**src/lcdbr_pkg.sv**
```systemverilog
// Shared constants, beat types and microcode table for the character LCD refresh block.
package lcdbr_pkg;

    // Display geometry
    localparam int COLUMNS = 20;
    localparam int ROWS    = 4;
    localparam int DEPTH   = ROWS * COLUMNS;
    localparam int ADDR_W  = (DEPTH > 1) ? $clog2(DEPTH) : 1;
    localparam int COL_W   = (COLUMNS > 1) ? $clog2(COLUMNS) : 1;
    localparam int LINE_W  = 2;

    localparam logic [7:0] SPACE_CHAR = 8'h20;

    // Input kinds
    localparam logic [1:0] KIND_WRITE   = 2'd0;
    localparam logic [1:0] KIND_CLEAR   = 2'd1;
    localparam logic [1:0] KIND_REFRESH = 2'd2;

    // Configuration register map
    localparam int CFG_IDX_W  = 3;
    localparam int CFG_DATA_W = 16;
    localparam logic [CFG_IDX_W-1:0] CFG_LINE0_CMD = 3'd0;
    localparam logic [CFG_IDX_W-1:0] CFG_LINE1_CMD = 3'd1;
    localparam logic [CFG_IDX_W-1:0] CFG_LINE2_CMD = 3'd2;
    localparam logic [CFG_IDX_W-1:0] CFG_LINE3_CMD = 3'd3;
    localparam logic [CFG_IDX_W-1:0] CFG_CMD_WAIT  = 3'd4;
    localparam logic [CFG_IDX_W-1:0] CFG_DATA_WAIT = 3'd5;

    localparam logic [7:0]  RST_LINE0_CMD = 8'h80;
    localparam logic [7:0]  RST_LINE1_CMD = 8'hC0;
    localparam logic [7:0]  RST_LINE2_CMD = 8'h94;
    localparam logic [7:0]  RST_LINE3_CMD = 8'hD4;
    localparam logic [15:0] RST_CMD_WAIT  = 16'd5000;
    localparam logic [15:0] RST_DATA_WAIT = 16'd240;

    typedef struct packed {
        logic [1:0] kind;
        logic [7:0] row;
        logic [7:0] column;
        logic [7:0] char_code;
    } t_in_item;

    typedef struct packed {
        logic        reg_select;
        logic [3:0]  nibble;
        logic [15:0] wait_units;
        logic        frame_done;
        logic        last;
    } t_out_item;

    typedef struct packed {
        logic [3:0][7:0] line_cmd;
        logic [15:0]     command_wait;
        logic [15:0]     data_wait;
    } t_cfg;

    // Microcode
    localparam int STEP_W = 3;
    localparam logic [STEP_W-1:0] ST_IDLE   = 3'd0;
    localparam logic [STEP_W-1:0] ST_LD_CMD = 3'd1;
    localparam logic [STEP_W-1:0] ST_HI     = 3'd2;
    localparam logic [STEP_W-1:0] ST_LO     = 3'd3;
    localparam logic [STEP_W-1:0] ST_RD     = 3'd4;
    localparam logic [STEP_W-1:0] ST_LD_DAT = 3'd5;

    typedef enum logic [1:0] {
        EM_NONE = 2'd0,
        EM_HI   = 2'd1,
        EM_LO   = 2'd2
    } t_emit;

    typedef enum logic [1:0] {
        J_NEXT  = 2'd0,   // fall through
        J_GOTO  = 2'd1,   // always to target
        J_NOREF = 2'd2,   // to target unless a refresh beat was taken
        J_LAST  = 2'd3    // to target after the final character
    } t_jcond;

    typedef struct packed {
        logic              idle;
        logic              ld_cmd;
        logic              rd_mem;
        logic              ld_dat;
        t_emit             emit;
        t_jcond            jcond;
        logic [STEP_W-1:0] target;
    } t_ucode;

    typedef struct packed {
        logic out_free;
        logic last_col;
    } t_dp_status;

    function automatic t_ucode ucode_rom(input logic [STEP_W-1:0] step);
        t_ucode w;
        unique case (step)
            ST_IDLE:   w = '{1'b1, 1'b0, 1'b0, 1'b0, EM_NONE, J_NOREF, ST_IDLE};
            ST_LD_CMD: w = '{1'b0, 1'b1, 1'b0, 1'b0, EM_NONE, J_NEXT,  ST_IDLE};
            ST_HI:     w = '{1'b0, 1'b0, 1'b0, 1'b0, EM_HI,   J_NEXT,  ST_IDLE};
            ST_LO:     w = '{1'b0, 1'b0, 1'b0, 1'b0, EM_LO,   J_LAST,  ST_IDLE};
            ST_RD:     w = '{1'b0, 1'b0, 1'b1, 1'b0, EM_NONE, J_NEXT,  ST_IDLE};
            ST_LD_DAT: w = '{1'b0, 1'b0, 1'b0, 1'b1, EM_NONE, J_GOTO,  ST_HI};
            default:   w = '{1'b0, 1'b0, 1'b0, 1'b0, EM_NONE, J_GOTO,  ST_IDLE};
        endcase
        return w;
    endfunction

endpackage

```
**src/char_lcd_buffer_refresh_top.sv**
```systemverilog
// Top level of the character LCD buffer and 4-bit bus refresh block.
// Holds a ROWS x COLUMNS character buffer (spaces after reset and after a clear
// beat) and turns each refresh beat into the nibble stream for one display line:
// the line's set-address command, then every character of the line, each byte
// as high nibble (wait 0) then low nibble (command or data wait). Write and clear
// beats are taken while idle and give no output. A refresh runs from a small
// microcode table: one step to load the command byte, then one step per nibble
// and two steps per character (read, then load) to fetch it from the buffer. The
// input stays stalled from the refresh beat until the line's last nibble is
// emitted, and an emit step waits while the output side stalls. No new beat is
// taken while a refresh is running. Clearing is done through per-entry valid
// flags, so no clearing pass follows reset. The line pointer steps on each
// refresh and wraps after the last line, which sets frame_done on its final
// nibble. Configuration writes are always accepted (ready held high); indices
// above 5 are ignored.
module char_lcd_buffer_refresh_top (
    input  logic                           i_clk,
    input  logic                           i_rst_n,
    // input beats
    input  logic                           i_in_valid,
    output logic                           o_in_stall,
    input  lcdbr_pkg::t_in_item            i_in_item,
    // output beats
    output logic                           o_out_valid,
    input  logic                           i_out_stall,
    output lcdbr_pkg::t_out_item           o_out_item,
    // configuration writes
    input  logic                           i_cfg_valid,
    output logic                           o_cfg_ready,
    input  logic [lcdbr_pkg::CFG_IDX_W-1:0]  i_cfg_index,
    input  logic [lcdbr_pkg::CFG_DATA_W-1:0] i_cfg_data
);

    lcdbr_pkg::t_cfg       r_cfg;
    lcdbr_pkg::t_ucode     w_ctrl;
    lcdbr_pkg::t_dp_status w_status;
    logic                  w_in_accept;

    // beats are only taken in the idle step
    assign o_in_stall  = !w_ctrl.idle;
    assign w_in_accept = i_in_valid && !o_in_stall;
    assign o_cfg_ready = 1'b1;

    always_ff @(posedge i_clk) begin
        if (!i_rst_n) begin
            r_cfg.line_cmd[0]  <= lcdbr_pkg::RST_LINE0_CMD;
            r_cfg.line_cmd[1]  <= lcdbr_pkg::RST_LINE1_CMD;
            r_cfg.line_cmd[2]  <= lcdbr_pkg::RST_LINE2_CMD;
            r_cfg.line_cmd[3]  <= lcdbr_pkg::RST_LINE3_CMD;
            r_cfg.command_wait <= lcdbr_pkg::RST_CMD_WAIT;
            r_cfg.data_wait    <= lcdbr_pkg::RST_DATA_WAIT;
        end else if (i_cfg_valid && o_cfg_ready) begin
            unique case (i_cfg_index)
                lcdbr_pkg::CFG_LINE0_CMD: r_cfg.line_cmd[0]  <= i_cfg_data[7:0];
                lcdbr_pkg::CFG_LINE1_CMD: r_cfg.line_cmd[1]  <= i_cfg_data[7:0];
                lcdbr_pkg::CFG_LINE2_CMD: r_cfg.line_cmd[2]  <= i_cfg_data[7:0];
                lcdbr_pkg::CFG_LINE3_CMD: r_cfg.line_cmd[3]  <= i_cfg_data[7:0];
                lcdbr_pkg::CFG_CMD_WAIT:  r_cfg.command_wait <= i_cfg_data;
                lcdbr_pkg::CFG_DATA_WAIT: r_cfg.data_wait    <= i_cfg_data;
                default: ;
            endcase
        end
    end

    // step counter and control table
    lcdbr_seq u_seq (
        .i_clk       (i_clk),
        .i_rst_n     (i_rst_n),
        .i_in_accept (w_in_accept),
        .i_kind      (i_in_item.kind),
        .i_status    (w_status),
        .o_ctrl      (w_ctrl)
    );

    // buffer, byte staging and output register
    lcdbr_dp u_dp (
        .i_clk       (i_clk),
        .i_rst_n     (i_rst_n),
        .i_ctrl      (w_ctrl),
        .i_cfg       (r_cfg),
        .i_in_accept (w_in_accept),
        .i_in_item   (i_in_item),
        .i_out_stall (i_out_stall),
        .o_out_valid (o_out_valid),
        .o_out_item  (o_out_item),
        .o_status    (w_status)
    );

endmodule

```
**src/lcdbr_seq.sv**
```systemverilog
// Microcode sequencer: step counter, control table lookup and conditional jumps.
module lcdbr_seq (
    input  logic                  i_clk,
    input  logic                  i_rst_n,
    input  logic                  i_in_accept,
    input  logic [1:0]            i_kind,
    input  lcdbr_pkg::t_dp_status i_status,
    output lcdbr_pkg::t_ucode     o_ctrl
);

    logic [lcdbr_pkg::STEP_W-1:0] r_step;
    logic [lcdbr_pkg::STEP_W-1:0] n_step;
    lcdbr_pkg::t_ucode            w_ctrl;
    logic                         w_hold;
    logic                         w_refresh;

    assign w_ctrl    = lcdbr_pkg::ucode_rom(r_step);
    assign o_ctrl    = w_ctrl;
    // emit steps wait for the output register
    assign w_hold    = (w_ctrl.emit != lcdbr_pkg::EM_NONE) && !i_status.out_free;
    assign w_refresh = i_in_accept && (i_kind == lcdbr_pkg::KIND_REFRESH);

    always_comb begin
        n_step = r_step;
        if (!w_hold) begin
            unique case (w_ctrl.jcond)
                lcdbr_pkg::J_NEXT:  n_step = r_step + 1'b1;
                lcdbr_pkg::J_GOTO:  n_step = w_ctrl.target;
                lcdbr_pkg::J_NOREF: n_step = w_refresh ? r_step + 1'b1 : w_ctrl.target;
                lcdbr_pkg::J_LAST:  n_step = i_status.last_col ? w_ctrl.target
                                                               : r_step + 1'b1;
                default:            n_step = lcdbr_pkg::ST_IDLE;
            endcase
        end
    end

    always_ff @(posedge i_clk) begin
        if (!i_rst_n) begin
            r_step <= lcdbr_pkg::ST_IDLE;
        end else begin
            r_step <= n_step;
        end
    end

endmodule

```
**src/lcdbr_dp.sv**
```systemverilog
// Datapath: character buffer, byte/nibble staging, line pointer and output register.
module lcdbr_dp (
    input  logic                  i_clk,
    input  logic                  i_rst_n,
    input  lcdbr_pkg::t_ucode     i_ctrl,
    input  lcdbr_pkg::t_cfg       i_cfg,
    input  logic                  i_in_accept,
    input  lcdbr_pkg::t_in_item   i_in_item,
    input  logic                  i_out_stall,
    output logic                  o_out_valid,
    output lcdbr_pkg::t_out_item  o_out_item,
    output lcdbr_pkg::t_dp_status o_status
);

    // buffer
    logic [7:0]                   r_mem [lcdbr_pkg::DEPTH];
    logic [lcdbr_pkg::DEPTH-1:0]  r_vld;
    logic [7:0]                   r_rd_data;
    logic                         r_rd_vld;

    // byte being sent
    logic [7:0]                   r_byte;
    logic                         r_rs;
    logic [15:0]                  r_wait;
    logic [lcdbr_pkg::COL_W-1:0]  r_col;
    logic [lcdbr_pkg::LINE_W-1:0] r_line;
    logic                         r_frame;
    logic [lcdbr_pkg::LINE_W-1:0] r_ptr;

    logic                         r_out_vld;
    lcdbr_pkg::t_out_item         r_out_item;

    logic                         w_free;
    logic                         w_emit_go;
    logic                         w_lo_go;
    logic                         w_last;
    logic                         w_wr_en;
    logic                         w_clr_en;
    logic [lcdbr_pkg::LINE_W-1:0] w_wr_row;
    logic [lcdbr_pkg::COL_W-1:0]  w_wr_col;
    logic [lcdbr_pkg::ADDR_W-1:0] w_wr_addr;
    logic [lcdbr_pkg::ADDR_W-1:0] w_rd_addr;
    logic [lcdbr_pkg::LINE_W-1:0] w_cur_line;

    assign w_free    = !r_out_vld || !i_out_stall;
    assign w_emit_go = (i_ctrl.emit != lcdbr_pkg::EM_NONE) && w_free;
    assign w_lo_go   = (i_ctrl.emit == lcdbr_pkg::EM_LO) && w_free;
    assign w_last    = r_rs && (r_col == lcdbr_pkg::COL_W'(lcdbr_pkg::COLUMNS - 1));

    assign w_wr_en  = i_ctrl.idle && i_in_accept && (i_in_item.kind == lcdbr_pkg::KIND_WRITE);
    assign w_clr_en = i_ctrl.idle && i_in_accept && (i_in_item.kind == lcdbr_pkg::KIND_CLEAR);

    // out-of-range row or column folds to 0
    assign w_wr_row  = (int'(i_in_item.row) >= lcdbr_pkg::ROWS) ? '0
                     : i_in_item.row[lcdbr_pkg::LINE_W-1:0];
    assign w_wr_col  = (int'(i_in_item.column) >= lcdbr_pkg::COLUMNS) ? '0
                     : i_in_item.column[lcdbr_pkg::COL_W-1:0];
    assign w_wr_addr = lcdbr_pkg::ADDR_W'(int'(w_wr_row) * lcdbr_pkg::COLUMNS + int'(w_wr_col));
    assign w_rd_addr = lcdbr_pkg::ADDR_W'(int'(r_line) * lcdbr_pkg::COLUMNS + int'(r_col));

    assign w_cur_line = (int'(r_ptr) >= lcdbr_pkg::ROWS) ? '0 : r_ptr;

    assign o_out_valid       = r_out_vld;
    assign o_out_item        = r_out_item;
    assign o_status.out_free = w_free;
    assign o_status.last_col = w_last;

    always_ff @(posedge i_clk) begin
        if (w_wr_en) begin
            r_mem[w_wr_addr] <= i_in_item.char_code;
        end
        if (i_ctrl.rd_mem) begin
            r_rd_data <= r_mem[w_rd_addr];
            r_rd_vld  <= r_vld[w_rd_addr];
        end
    end

    always_ff @(posedge i_clk) begin
        if (!i_rst_n) begin
            r_vld     <= '0;
            r_out_vld <= 1'b0;
            r_ptr     <= '0;
        end else begin
            if (w_clr_en) begin
                r_vld <= '0;
            end else if (w_wr_en) begin
                r_vld[w_wr_addr] <= 1'b1;
            end
            if (w_emit_go) begin
                r_out_vld <= 1'b1;
            end else if (!i_out_stall) begin
                r_out_vld <= 1'b0;
            end
            if (w_lo_go && w_last) begin
                r_ptr <= r_frame ? '0 : r_line + 1'b1;
            end
        end
    end

    always_ff @(posedge i_clk) begin
        if (i_ctrl.ld_cmd) begin
            r_line  <= w_cur_line;
            r_frame <= (int'(w_cur_line) == lcdbr_pkg::ROWS - 1);
            r_byte  <= i_cfg.line_cmd[w_cur_line];
            r_rs    <= 1'b0;
            r_wait  <= i_cfg.command_wait;
            r_col   <= '0;
        end
        if (i_ctrl.ld_dat) begin
            r_byte <= r_rd_vld ? r_rd_data : lcdbr_pkg::SPACE_CHAR;
            r_rs   <= 1'b1;
            r_wait <= i_cfg.data_wait;
        end
        if (w_emit_go) begin
            r_out_item.reg_select <= r_rs;
            if (i_ctrl.emit == lcdbr_pkg::EM_HI) begin
                r_out_item.nibble     <= r_byte[7:4];
                r_out_item.wait_units <= '0;
                r_out_item.frame_done <= 1'b0;
                r_out_item.last       <= 1'b0;
            end else begin
                r_out_item.nibble     <= r_byte[3:0];
                r_out_item.wait_units <= r_wait;
                r_out_item.frame_done <= w_last && r_frame;
                r_out_item.last       <= w_last;
            end
        end
        if (w_lo_go && r_rs) begin
            r_col <= r_col + 1'b1;
        end
    end

endmodule
```
**config.mk**
```make
export PLATFORM = sky130hd
export DESIGN_NAME = char_lcd_buffer_refresh_top
export DESIGN_NICKNAME = d
export VERILOG_FILES = /design/src/lcdbr_pkg.sv /design/src/char_lcd_buffer_refresh_top.sv /design/src/lcdbr_seq.sv /design/src/lcdbr_dp.sv
export SDC_FILE = /design/constraint.sdc
export NUM_CORES = 1
export LEC_CHECK = 0
export BUFFER_PORTS_ARGS = -buffer_cell sky130_fd_sc_hd__buf_4
export CAP_MARGIN = 20
export CORE_ASPECT_RATIO = 1.25
export CORE_MARGIN = 5
export CORE_UTILIZATION = 55
export DETAILED_ROUTE_END_ITERATION = 12
export PLACE_DENSITY_LB_ADDON = 0.25
export REMOVE_ABC_BUFFERS = 1
export SYNTH_ARGS = -nofsm -noshare
export SYNTH_HDL_FRONTEND = slang
export SYNTH_SLANG_ARGS = --single-unit
```
**constraint.sdc**
```tcl
create_clock -name i_clk -period 4.35 [get_ports i_clk]
set_input_delay 1.0875 -clock i_clk [delete_from_list [all_inputs] [get_ports i_clk]]
set_output_delay 1.0875 -clock i_clk [all_outputs]
set_load 0.02 [all_outputs]
```
Word level (Yosys, flattened, before mapping)
Memory sizes are Yosys's and may differ from the RTL's. A register that Yosys moved wholly into a read port is not among the register bits.
Cells that the tools add are included.
{"block": "word_totals", "mem_bits_ro": 0, "n_memories": 1, "input_bits": 50, "regBits": 207, "out_inout_bits": 26, "latchBits": 0, "mem_bits_rw": 640}
{"block": "op_classes", "magnitude_cmp": 6, "n_eq_ne": 20, "add_sub_neg": 5, "muxes": 25, "bitwise_logic": 2, "reduce_logical": 32, "mul": 2, "shifts": 0, "div_mod_pow": 0}
{"name": "u_dp.r_mem", "depth": 80, "word_bits": 8, "rd": 1, "rd_clocked_by_memory_dff": 1, "write_ports": 1, "line_no": "lcdbr_dp.sv:16", "rtl": "logic [7:0] r_mem [lcdbr_pkg::DEPTH];"}
{"operator": "$or A80 B80 Y80", "n": 1}
{"operator": "$pmux W11 S6", "n": 1}
{"operator": "$mux W16", "n": 2}
{"operator": "$mux W8", "n": 4}
{"operator": "$mux W22", "n": 1}
{"operator": "$bmux W8 S2", "n": 1}
{"operator": "$lt A7 B8 Y1 const B", "n": 2}
{"operator": "$mux W5", "n": 3}
{"operator": "$add A7 B6 Y7", "n": 2}
{"operator": "$logic_and A1 B1 Y1", "n": 13}
{"operator": "$eq A3 B2 Y1 const B", "n": 4}
{"operator": "$eq A3 B3 Y1 const B", "n": 4}
{"operator": "$pmux W3 S4", "n": 1}
{"operator": "$reduce_and A2 Y1", "n": 6}
{"operator": "$mul A2 B3 Y5 const B", "n": 2}
{"operator": "$eq A2 B1 Y1 const B", "n": 4}
{"operator": "$eq A2 B2 Y1 const B", "n": 4}
{"operator": "$ge A8 B3 Y1 const B", "n": 1}
{"operator": "$ge A8 B5 Y1 const B", "n": 1}
{"operator": "$bmux W1 S7", "n": 1}
{"operator": "$demux W1 S7", "n": 1}
{"operator": "$ge A7 B1 Y1 const B", "n": 1}
{"operator": "$eq A3 B1 Y1 const B", "n": 2}
{"operator": "$logic_not A3 Y1", "n": 2}
{"operator": "other kinds (15)", "n": 28}

Logic depth before layout (Yosys ltp)
{"block": "depth", "word_depth": 9, "depth_mapped": 11, "depth_no_buf": 10}

Cells and area by module
A second synthesis with hierarchy kept.
{"block": "hier_totals", "hier_cells": 1877, "hier_area_um2": 33931.3}
{"mod": "lcdbr_dp", "seq_area_each_um2": 22821.9, "instances": 1, "area_each_um2": 31064.8, "cells_each": 1591}
{"mod": "char_lcd_buffer_refresh_top", "seq_area_each_um2": 1281.2, "instances": 1, "area_each_um2": 2501.1, "cells_each": 244}
{"mod": "lcdbr_seq", "seq_area_each_um2": 60.1, "instances": 1, "area_each_um2": 365.4, "cells_each": 42}

Worst setup path after synthesis
No wires, ideal clock.
{"block": "synth_path", "kind": "in2reg", "startpoint": "in i_in_item[20] (netlist name)", "endpoint": "mem u_dp.r_mem[30][0], enable pin", "slack_ns": 0.748, "stages": 9, "t_arrival_ns": 3.228, "n_path_buf": 0, "path_cell_list": "nor4_2 > nand3_1 > inv_1 > ha_1 > a21o_1 > a21oi_1 > xnor2_1 > nand3_1 > nor2_1"}
{"block": "synth_via", "elab_chain_len": 4}
{"element": "start: declaration", "line_no": "char_lcd_buffer_refresh_top.sv:22", "rtl": "input lcdbr_pkg::t_in_item i_in_item,"}
{"element": "$ge A8 B3 Y1", "line_no": "lcdbr_dp.sv:54", "rtl": "assign w_wr_row = (int'(i_in_item.row) >= lcdbr_pkg::ROWS) ? '0"}
{"element": "$mux W2", "line_no": "lcdbr_dp.sv:54"}
{"element": "$mul A2 B3 Y5", "line_no": "lcdbr_dp.sv:58", "rtl": "assign w_wr_addr = lcdbr_pkg::ADDR_W'(int'(w_wr_row) * lcdbr_pkg::COLUMNS + int'(w_wr_col));"}
{"element": "$add A7 B6 Y7", "line_no": "lcdbr_dp.sv:58"}
{"element": "end: declaration", "line_no": "lcdbr_dp.sv:16"}
Every way passes these cells.

Worst setup path in the final report
{"block": "layout_path", "startpoint": "reg u_dp.r_col[2] (netlist name)", "endpoint": "reg u_dp.r_rd_vld (data pin)"}
{"block": "layout_via", "elab_chain_len": 3}
{"element": "start: declaration", "line_no": "lcdbr_dp.sv:25", "rtl": "logic [lcdbr_pkg::COL_W-1:0] r_col;"}
{"element": "start signal: assignment", "line_no": "lcdbr_dp.sv:129", "rtl": "r_col <= r_col + 1'b1;"}
{"element": "$add A7 B6 Y7", "line_no": "lcdbr_dp.sv:59", "rtl": "assign w_rd_addr = lcdbr_pkg::ADDR_W'(int'(r_line) * lcdbr_pkg::COLUMNS + int'(r_col));"}
{"element": "$bmux W1 S7", "line_no": "lcdbr_dp.sv:74", "rtl": "r_rd_vld <= r_vld[w_rd_addr];"}
{"element": "$mux W1 (not written as such)", "line_no": "lcdbr_dp.sv:74"}
{"element": "end signal: assignment", "line_no": "lcdbr_dp.sv:74"}
{"element": "end: declaration", "line_no": "lcdbr_dp.sv:19", "rtl": "logic r_rd_vld;"}
Every way passes these cells. The select of a mux whose other input is x is not followed.
A chain may end at the register's enable or synchronous reset.

==> reports/results.ini <==
[floorplanning]
die_h_microns = 287
fp-row-count = 101
io_pins = 76
die_width_microns = 232
core_region_area_sq_um = 60800
die_area_sq_um = 66400
start_util = 0.555

[finish]
final-seq-area_sq_um = 24200
fin_cells = 2972
drive_gt1_frac = 0.239
final_common_cell = edfxtp_1
syn2layout_area_growth_pct = 13.8
final_cell_mix = edfxtp_1 (704), buf_4 (180), nand2_1 (176)
fillers = 4241
nets = 2148
diodes = 0
multi_input_area_sq_um = 8980

[clocking]
root_buffer = clkbuf_16
clk_path_buf_depth = 3
cts_tree = done
cts_setup_buffers = 0
clkLatencyLatePin_ps = 620
cts.htree.levels = 3
cts_made_buffers = 82
clk_pin_slew_ps = 60
hold_buffers = 0
clock_sinks = 855
ctsResizeCount = 0

[placement]
place_ws_ps = 293
placed_cells = 2822
place_congestion = 0.948
hpwlAfterDp_microns = 47100
port-buffer-count = 74

[yosys]
yosysSeqAreaShare = 0.716
synth_edf_count = 704
synth_top_flop_cell = edfxtp_1
syn_avg_cell_area_sq_um = 17.6
synthDistinctLibCells = 63
yosys_warnings = 0
yosysTopAreaCellShare = 0.627
synth_async_sr_flop_share = 0
syn_inst = 1917
synth_top_area_cell = edfxtp_1
ys_top_cells_by_area = edfxtp_1 (63%), mux4_2 (11%), dfxtp_1 (9.0%), mux2i_1 (2.1%), nand2_1 (2.0%)
synth_seq_cells = 855
synth_area_sq_um = 33700

[power]
leakagePower_uw = 0.0129
ir_worst_vdd_v = 0.000266
power.total_uw = 16800
p_per_area_nw_per_um2 = 437

[routing]
first_pass_iters = 5
wl_per_cell_microns = 25.8
vias_per_cell = 6.11
routed_wl_microns = 76700
drc = 0
ant_nets = 0
drtIter0Drc = 1785
via_count = 18200

[sta]
tns_ps = 0
report.final.setup_viol = 0
fmax_mhz = 274
drv_slew = 0
skew_ps = 24.0
hold_violations = 0
final.setup.worst_slack_ps = 702
rsz0062_at_grt = no
post-route-period-util = 0.839
period_needed_ps = 3650
relSlewSlack = 0.320
tightest_slew_ps = 1020

[worst_setup_path]
r2r-start = u_dp.r_col[2]$_SDFFCE_PN0P_
cp-end-kind = register
r2r-end = u_dp.r_rd_vld$_DFFE_PP_
setup.worst_path.start_class = register
arrival_ps = 3990
crit_type = register to register
reg2reg_depth = 9
critPathRequiredTime_ps = 4690
rrSetupSlack_ps = 700
worstPathMaxFanout = 21

[global_route]
grt_overflow = 0
antenna_found_initial = 0
grt_max_degree = 81
grt_pass1_vias = 18400
grt_pass1_wl_microns = 116000
grt_usage = 0.233

[job]
drv_cap = 0

[hold_path]
hold_class = register to register
whs_endpoint = r_cfg[27]$_SDFFE_PN0P_
whs_path_depth = 2
hold_path.startpoint = r_cfg[27]$_SDFFE_PN0P_

[outcome]
status = completed

[layer usage]
metal	GRT usage	vias up	share of wire
met3	0.0384	146	0.069
li1	-	7887	-
met5	0	-	0
met2	0.387	798	0.50
met1	0.319	9332	0.40
met4	0.0783	0	0.034
[metrics by stage]
step | util | cell area [sq um] | hold slack, ps
floorplan | - | 33200 | 432
global placement | 0.588 | 35700 | 437
detailed placement | 0.588 | 35700 | 447
CTS | 0.631 | 38400 | 456
global route | 0.632 | 38400 | 474
finish | 0.632 | 38400 | 457
[kinds of logic (layout without fill, tap and decap cells)]
| group | after synthesis | count (layout) | share of synthesized area |
|---|---|---|---|
| AO/OA/AOI/OAI | 261 | 261 | 0.0573 |
| XOR/XNOR | 10 | 10 | 0.00282 |
| adder cells (fa/ha/maj) | 15 | 15 | 0.00601 |
| buffers and inverters | 117 | 348 | 0.0183 |
| flip-flops | 855 | 855 | 0.716 |
| multiplexers | 269 | 269 | 0.148 |
| other | 1 | 1 | 0.000111 |
| AND/OR/NAND/NOR | 389 | 389 | 0.0514 |
[registers in the layout (all words and copies together), names as in the netlist]
register,count
u_dp.r_vld,80
u_dp.r_line,2
u_dp.r_rd_data,8
u_dp.r_byte,8
r_cfg,64
u_dp.o_out_item,23
u_dp.r_mem,640
u_dp.o_out_valid,1
u_dp.r_frame,1
u_dp.r_ptr,2
u_dp.r_col,5
u_seq.r_step,3
u_dp.r_rd_vld,1
u_dp.r_wait,16
u_dp.r_rs,1
[critical path: stages (launching register included)]
cell and delay, ps:
edfxtp_1 500, ha_4 220, fa_1 500, xor2_4 660, buf_4 420, nor2_1 140, a221oi_1 320, a21oi_1 170
o31ai_1 280, o21ai_1 150
[worst max-delay path by stage]
| stage | cells past startpoint | slack [ps] | to | startpoint |
|---|---|---|---|---|
| after floorplan | 6 | -4730 | u_dp.r_rd_vld$_DFFE_PP_ | u_dp.r_col[0]$_SDFFCE_PN0P_ |
| after global placement | 11 | 280 | u_dp.r_mem[57][3]$_DFFE_PP_ | i_in_item[20] |
| after detailed placement | 12 | 290 | u_dp.r_mem[74][0]$_DFFE_PP_ | i_in_item[19] |
| after CTS | 8 | 700 | u_dp.r_rd_data[7]$_DFFE_PP_ | u_dp.r_col[2]$_SDFFCE_PN0P_ |
| after global routing | 9 | 510 | u_dp.r_rd_vld$_DFFE_PP_ | u_dp.r_col[2]$_SDFFCE_PN0P_ |
| final | 9 | 700 | u_dp.r_rd_vld$_DFFE_PP_ | u_dp.r_col[2]$_SDFFCE_PN0P_ |
[synthesized netlist by cell type, types with 12 or more instances]
| cell | number |
|---|---|
| a211oi_1 | 18 |
| a21boi_0 | 38 |
| a21oi_1 | 17 |
| buf_2 | 18 |
| buf_4 | 13 |
| buf_6 | 12 |
| clkbuf_1 | 52 |
| dfxtp_1 | 151 |
| edfxtp_1 | 704 |
| ha_1 | 13 |
| mux2_2 | 20 |
| mux2i_1 | 70 |
| mux4_2 | 171 |
| nand2_1 | 176 |
| nand3_1 | 30 |
| nor2_1 | 100 |
| nor2b_1 | 33 |
| o21a_1 | 82 |
| o21ai_0 | 14 |
[cell type report]
class | instances | area share
clock buffer | 114 | 0.0600
sequential | 855 | 0.629
clock inverter | 35 | 0.00932
timing repair buffer | 188 | 0.0396
multi-input combinational | 945 | 0.234
inverter | 11 | 0.00108
tap | 824 | 0.0268
[report_power, final]
part / total, uW / internal, uW / switching [uW]
Clock: 7000 / 4070 / 2930
Combinational: 894 / 328 / 566
Sequential: 8900 / 8880 / 17.7
Power figures use the tool's default switching activity.
